## src/rtl/core/lru_k_frame_replacer_top_macros.svh

```systemverilog
// assertion macros for the lru-k frame replacer
`ifndef LRU_K_FRAME_REPLACER_TOP_MACROS_SVH
`define LRU_K_FRAME_REPLACER_TOP_MACROS_SVH
`ifndef NO_ASSERTIONS
// condition holds at every clock edge out of reset
`define LKFR_ASSERT_ALWAYS(label, expr) \
  label: assert property (@(posedge clk) disable iff (rst) (expr)) \
    else $error("assertion failed");
// antecedent implies consequent in the next cycle
`define LKFR_ASSERT_NEXT(label, ante, cons) \
  label: assert property (@(posedge clk) disable iff (rst) (ante) |=> (cons)) \
    else $error("assertion failed");
`else
`define LKFR_ASSERT_ALWAYS(label, expr)
`define LKFR_ASSERT_NEXT(label, ante, cons)
`endif
`endif

```

## src/rtl/core/lkfr_ram.sv

```systemverilog
// simple dual-port ram with registered read
module lkfr_ram #(
  parameter int WIDTH = 8,
  parameter int DEPTH = 64,
  parameter int AW = 6
) (
  input  logic             clk,
  input  logic             we,
  input  logic [AW-1:0]    waddr,
  input  logic [WIDTH-1:0] wdata,
  input  logic [AW-1:0]    raddr,
  output logic [WIDTH-1:0] rdata
);
  logic [WIDTH-1:0] mem [DEPTH];

  // write port
  always_ff @(posedge clk) begin
    if (we) begin
      mem[waddr] <= wdata;
    end
  end

  // read port, registered
  always_ff @(posedge clk) begin
    rdata <= mem[raddr];
  end
endmodule

```

## config.mk

```make
export PLATFORM = sky130hd
export DESIGN_NAME = lkfr_ram
export DESIGN_NICKNAME = d
export VERILOG_FILES = /design/src/rtl/core/lru_k_frame_replacer_top_macros.svh /design/src/rtl/core/lkfr_ram.sv
export SDC_FILE = /design/constraint.sdc
export NUM_CORES = 1
export LEC_CHECK = 0
export BUFFER_PORTS_ARGS = -buffer_cell sky130_fd_sc_hd__buf_2
export CAP_MARGIN = 5
export CORE_UTILIZATION = 50
export DETAILED_ROUTE_END_ITERATION = 16
export PLACE_DENSITY = 0.66
export SYNTH_ARGS = -nofsm -noshare
export SYNTH_HDL_FRONTEND = slang
export SYNTH_SLANG_ARGS = --single-unit
```

## constraint.sdc

```tcl
create_clock -name clk -period 5.17 [get_ports clk]
set_input_delay 0.7755 -clock clk [delete_from_list [all_inputs] [get_ports clk]]
set_output_delay 0.7755 -clock clk [all_outputs]
set_load 0.02 [all_outputs]
```

==> results.py, run 1 <==
metrics = {
    "cts": {
        "cts_made_buffers": 51,
        "clock_latency_ns": 0.59,
        "root_buffer": "clkbuf_16",
        "clkSinkCount": 520,
        "holdBufCountCts": 0,
        "clk_pin_slew_ns": 0.06,
        "cts_buffer_depth": 3,
        "post-cts-setup-buffers": 0,
        "cts_tree": "done",
        "ctsResizeCount": 0,
        "cts_max_level": 2,
    },
    "detailed_routing": {
        "wirelength_mm": 44.3,
        "drt.antenna.violating_nets": 0,
        "dr_wl_met3_mm": 3.36,
        "drc": 0,
        "wl_per_cell_microns": 28.5,
        "met1Wirelength_mm": 18.3,
        "drt_iter0_drc": 1054,
        "via_per_inst": 6.12,
        "top_layer": "met5",
        "vias": 9496,
        "dr_wl_met2_mm": 21.4,
        "first_pass_iters": 5,
    },
    "sta": {
        "hold_violations": 0,
        "min_period_over_period": 0.555,
        "fmax_ghz": 0.348,
        "worst_slew_pin_slew_ns": 1.25,
        "max_slew_margin": 0.164,
        "fin_ws_ns": 2.30,
        "finClkSkew_ns": 0.0171,
        "maxSlewViolCount": 0,
        "rsz0062_at_grt": "no",
        "setup_viol": 0,
        "period_needed_ns": 2.87,
        "fin_tns_setup_ns": 0,
    },
    "worst_setup_path": {
        "crit_slowest_cell": "a221oi_1",
        "cp_cell_sequence": "clkbuf_8 -> buf_12 -> buf_4 -> mux2i_1 -> a221oi_1 -> a221oi_1 -> o2bb2ai_1",
        "worstPathArrival_ns": 3.32,
        "crit_required_ns": 5.62,
        "worst_setup_path_start_kind": "input pin",
        "cp_max_fo": 51,
        "crit_top_cell": "a221oi_1",
        "crit_type": "input pin to flop",
        "worst_path_largest_cell_delay_ns": 0.65,
        "cp-end-kind": "flop",
        "cp_top_family": "buffers and inverters",
        "cp_num_buf_inv": 3,
    },
    "synth": {
        "synth_seq_cells": 520,
        "synthArstFlopShare": 0,
        "syn_nets": 962,
        "netlist_instances": 940,
        "yosysUniqueCellTypes": 40,
        "syn_area_sq_mm": 0.0202,
        "yosysWarnings": 0,
        "synth_edf_count": 512,
        "ys.flop_type": "edfxtp_1",
        "syn_area_per_cell_sq_um": 21.5,
        "ys_seq_area_frac": 0.770,
    },
    "grt": {
        "grt_max_degree": 65,
        "grt_overflow_total": 0,
        "grt_pass1_vias": 9712,
        "grt_pass1_wl_mm": 65.5,
        "track_usage": 0.223,
        "antenna_found_initial": 2,
    },
    "pwr": {
        "power_density_mw_per_mm2": 394,
        "clkPwrFrac": 0.423,
        "p_int_w": 0.00703,
        "power_w": 0.00886,
        "seqPwrFrac": 0.529,
        "power_frac_comb": 0.048,
        "ir_drop_uv": 292,
        "sw_frac_of_total": 0.206,
        "power_leakage_nw": 6.97,
        "p_sw_w": 0.00183,
    },
    "floorplan": {
        "fp-row-count": 73,
        "core_sq_mm": 0.0397,
        "die_area_sq_mm": 0.0411,
        "die_h_microns": 203,
        "ioPinCount": 30,
        "fp.dieW_microns": 203,
        "start_util": 0.508,
    },
    "finish": {
        "syn2layout_area_growth_pct": 11.5,
        "drive_gt1_frac": 0.249,
        "final_cell_mix": "edfxtp_1 (512), mux4_2 (126), nor2_1 (83)",
        "final_nets": 1008,
        "multi_input_area_sq_mm": 0.00432,
        "ff_latch_area_sq_mm": 0.0155,
        "final_cells": 1552,
        "n_fill_cell": 2913,
        "final_common_cell": "edfxtp_1",
        "final_area_sq_mm": 0.0225,
    },
    "run_status": {
        "outcome": "finished, final reports clean",
    },
    "worst_hold_path": {
        "hp-class": "input pin to flop",
    },
    "flow_run": {
        "maxCapViolCount": 0,
    },
    "placed_design": {
        "place_area_sq_mm": 0.0208,
        "post-place-cells": 1458,
        "dp_hpwl_mm": 25.9,
        "routabilityCongestion": 0.809,
        "place_ws_ns": 1.68,
        "port_buffers": 29,
    },
}
[through the flow]
stage          utilization  hold WS, ns
6_report             0.566        0.669
5_1_grt              0.566        0.681
4_1_cts              0.566        0.640
3_5_place_dp         0.524        0.811
3_3_place_gp         0.524        0.794
2_1_floorplan            -        0.718
[routing by layer]
layer	up-vias	global-route usage
met1	5005	0.315
met3	67	0.0440
met2	398	0.349
met4	2	0.0851
li1	4024	-
met5	-	0
[tightest hold or removal path, delay by kind of cell]
kind / cells / cell delay, ns
simple gates: 1 / 0.12
buf+inv: 1 / 0.23
compound gates: 1 / 0.07
[path summary, 6_finish.rpt]
kind                            startpoint  endpoint  slack [ns]  cells past startpoint
worst max-delay path              raddr[0]  rdata[0]        2.30                      7
worst min-delay path              raddr[5]  rdata[6]        0.67                      3
worst max register to register  mem[47][0]  rdata[0]        3.10                      4
worst min register to register  mem[22][1]  rdata[1]        0.83                      4
[power groups by stage]
stage               clock [W]  sequential, W  combinational [W]
floorplan                   0        0.00477           0.000249
global placement            0        0.00477           0.000424
CTS                   0.00380        0.00469           0.000432
global route          0.00393        0.00469           0.000454
finish                0.00374        0.00469           0.000428
detailed placement          0        0.00478           0.000430
[flip-flops by register name, indices dropped and copies added (netlist names)]
name / flops
rdata: 8
mem: 512
[synth_stat cells (2+ instances only)]
cell,instances,area share
a2111oi_0,2,0.00087
a211oi_1,4,0.0015
a21oi_1,3,0.00074
a221oi_1,6,0.0026
a22oi_1,3,0.0011
buf_1,4,0.00074
buf_12,2,0.0020
buf_2,11,0.0027
buf_4,13,0.0048
buf_6,4,0.0022
clkbuf_1,17,0.0032
dfxtp_1,8,0.0079
edfxtp_1,512,0.76
mux2_2,13,0.0073
mux2i_1,23,0.011
mux4_2,126,0.14
nand2_1,19,0.0035
nand2b_1,7,0.0022
nand3_1,13,0.0032
nand3b_1,3,0.0011
nand4_1,2,0.00062
nor2_1,83,0.015
nor2b_1,14,0.0043
nor3_1,7,0.0017
nor4_1,2,0.00062
o2111ai_1,3,0.0013
o21a_1,2,0.00074
o21ai_0,2,0.00050
o21ai_1,2,0.00050
o221a_2,2,0.0011
o221ai_1,8,0.0035
o22ai_1,8,0.0025
o2bb2ai_1,3,0.0013
o32ai_1,2,0.00087
o41ai_1,2,0.00087
[final cells by class]
type                    instances  share of cell area
diodes                          1            0.000111
clock inverters                33              0.0145
well taps                     525              0.0292
multi-input cells             369               0.192
flip-flops and latches        520               0.691
repair buffers                 44              0.0132
clock buffers                  60              0.0602
[logic make-up (layout without fill, tap and decap cells)]
group	after synthesis	in the layout	synth area share
DFF	520	520	0.770
muxes	162	162	0.159
and+or+nand+nor	153	153	0.0339
AOI/OAI and AO/OA	54	54	0.0207
buffers and inverters	51	137	0.0157
other	0	1	0
Note: power is estimated with default switching activity, not from simulation.
==> run 2: changes to the inputs <==
clock period = 2.8 ns   (was 5.17 ns; I/O delays follow)
==> run 2 against run 1 <==
Compared with the run above:
- power rose by 80%
- sequential share of layout area down 2.2 points
- global-route usage increased by 0.25 points
- largest power group unchanged
- clock power grew 72%
- combinational power grew 99%
- highest routed layer unchanged
- critical endpoint is now rdata[4]
- wire length grew 0.56%
- worst hold slack worse by 0.40 ns
==> results.py, run 2 (same netlist as run 1, synthesis figures left out) <==
metrics = {
    "cts": {
        "cts_buffer_depth": 3,
        "ctsResizeCount": 0,
        "cts_made_buffers": 51,
        "root_buffer": "clkbuf_16",
        "cts_tree": "done",
        "holdBufCountCts": 0,
        "clkSinkCount": 520,
        "clk_pin_slew_ns": 0.06,
        "clock_latency_ns": 0.60,
        "cts_max_level": 2,
        "post-cts-setup-buffers": 0,
    },
    "pwr": {
        "clkPwrFrac": 0.404,
        "power_density_mw_per_mm2": 686,
        "ir_drop_uv": 543,
        "power_w": 0.0159,
        "sw_frac_of_total": 0.209,
        "power_frac_comb": 0.053,
        "p_int_w": 0.0126,
        "power_leakage_nw": 7.47,
        "seqPwrFrac": 0.543,
        "p_sw_w": 0.00333,
    },
    "sta": {
        "rsz0062_at_grt": "no",
        "hold_violations": 0,
        "finClkSkew_ns": 0.0269,
        "fin_tns_setup_ns": 0,
        "max_slew_margin": 0.514,
        "period_needed_ns": 2.22,
        "setup_viol": 0,
        "fmax_ghz": 0.450,
        "maxSlewViolCount": 0,
        "min_period_over_period": 0.794,
        "worst_slew_pin_slew_ns": 0.729,
    },
    "detailed_routing": {
        "via_per_inst": 5.95,
        "wl_per_cell_microns": 27.1,
        "wirelength_mm": 44.5,
        "drt_iter0_drc": 924,
        "vias": 9774,
        "drc": 0,
        "first_pass_iters": 6,
        "drt.antenna.violating_nets": 0,
    },
    "grt": {
        "grt_overflow_total": 0,
        "track_usage": 0.226,
        "grt_pass1_wl_mm": 65.7,
        "antenna_found_initial": 1,
        "grt_max_degree": 65,
        "grt_pass1_vias": 9864,
    },
    "floorplan": {
        "die_area_sq_mm": 0.0411,
        "fp.dieW_microns": 203,
        "die_h_microns": 203,
        "core_sq_mm": 0.0397,
        "start_util": 0.508,
        "ioPinCount": 30,
        "fp-row-count": 73,
    },
    "finish": {
        "final_common_cell": "edfxtp_1",
        "antennaDiodeCount": 0,
        "reg.largest.list": "mem: 512 flops, rdata: 8 flops",
        "n_fill_cell": 2860,
        "drive_gt1_frac": 0.313,
        "final_nets": 1102,
        "final_cell_mix": "edfxtp_1 (512), mux4_2 (126), buf_4 (98)",
        "regMostFlops": "mem",
        "ff_latch_area_sq_mm": 0.0155,
        "largest_reg_flops": 512,
        "syn2layout_area_growth_pct": 15.1,
        "multi_input_area_sq_mm": 0.00432,
        "final_cells": 1643,
    },
    "worst_setup_path": {
        "cp-end-kind": "flop",
        "crit_required_ns": 3.24,
        "worst_setup_path_start_kind": "flop",
        "worstPathArrival_ns": 2.66,
        "crit_type": "flop to flop",
        "cp_max_fo": 1,
    },
    "placed_design": {
        "port_buffers": 29,
        "dp_hpwl_mm": 28.4,
        "post-place-cells": 1552,
        "routabilityCongestion": 0.848,
    },
    "worst_hold_path": {
        "hp-class": "input pin to flop",
    },
    "flow_run": {
        "maxCapViolCount": 0,
    },
    "run_status": {
        "outcome": "finished, final reports clean",
    },
}
## run 2: cell types whose count changed in the layout (fill, tap and decap cells not counted), sizes merged
cell,previous run,this run
diode,1,0
clkbuf,61,64
inv,0,1
buf,43,137
clkinv,24,23
bufinv,7,2
## run 2: per-stage QoR
stage | area, sq um | setup WS (ns) | util | hold WS (ns)
final | 23200 | 0.578 | 0.584 | 0.273
after global routing | 23200 | 0.568 | 0.584 | 0.253
after CTS | 23200 | 0.546 | 0.584 | 0.230
after detailed placement | 21600 | 0.0303 | 0.545 | 0.812
after global placement | 21600 | 0.0419 | 0.545 | 0.798
after floorplan | 20200 | 0.712 | - | 0.519
## run 2: power by group through the flow
stage               clock, W  combinational [W]  sequential [W]
finish               0.00644           0.000852         0.00865
global route         0.00682           0.000909         0.00864
CTS                  0.00654           0.000861         0.00865
detailed placement         0           0.000860         0.00881
global placement           0           0.000848         0.00881
floorplan                  0           0.000459         0.00881
## run 2: worst paths after layout
path / to / depth (start not counted) / slack (ns) / from
worst max-delay path: rdata[4] / 5 / 0.58 / mem[16][4]
worst min-delay path: rdata[1] / 3 / 0.27 / raddr[5]
worst max register to register: rdata[4] / 5 / 0.58 / mem[16][4]
worst min register to register: rdata[6] / 3 / 0.85 / mem[30][6]
## run 2: cell type report
type,count,area share
flip-flops and latches,520,0.669
well taps,525,0.0283
clock buffers,63,0.0591
multi-input cells,369,0.186
clock inverters,28,0.00857
repair buffers,138,0.0491
## run 2: worst max-delay path, stage by stage (launching register included)
cell and delay (ns):
edfxtp_1 0.38, mux4_2 0.47, mux2_2 0.29, o221a_2 0.29
nor3_1 0.46, o32ai_1 0.18
## run 2: layer usage
layer,wire length (microns),GRT usage,up-vias
li1,-,-,4202
met1,18500,0.320,5112
met2,21400,0.352,386
met3,3390,0.0509,72
met4,1250,0.0717,2
met5,8,0,-
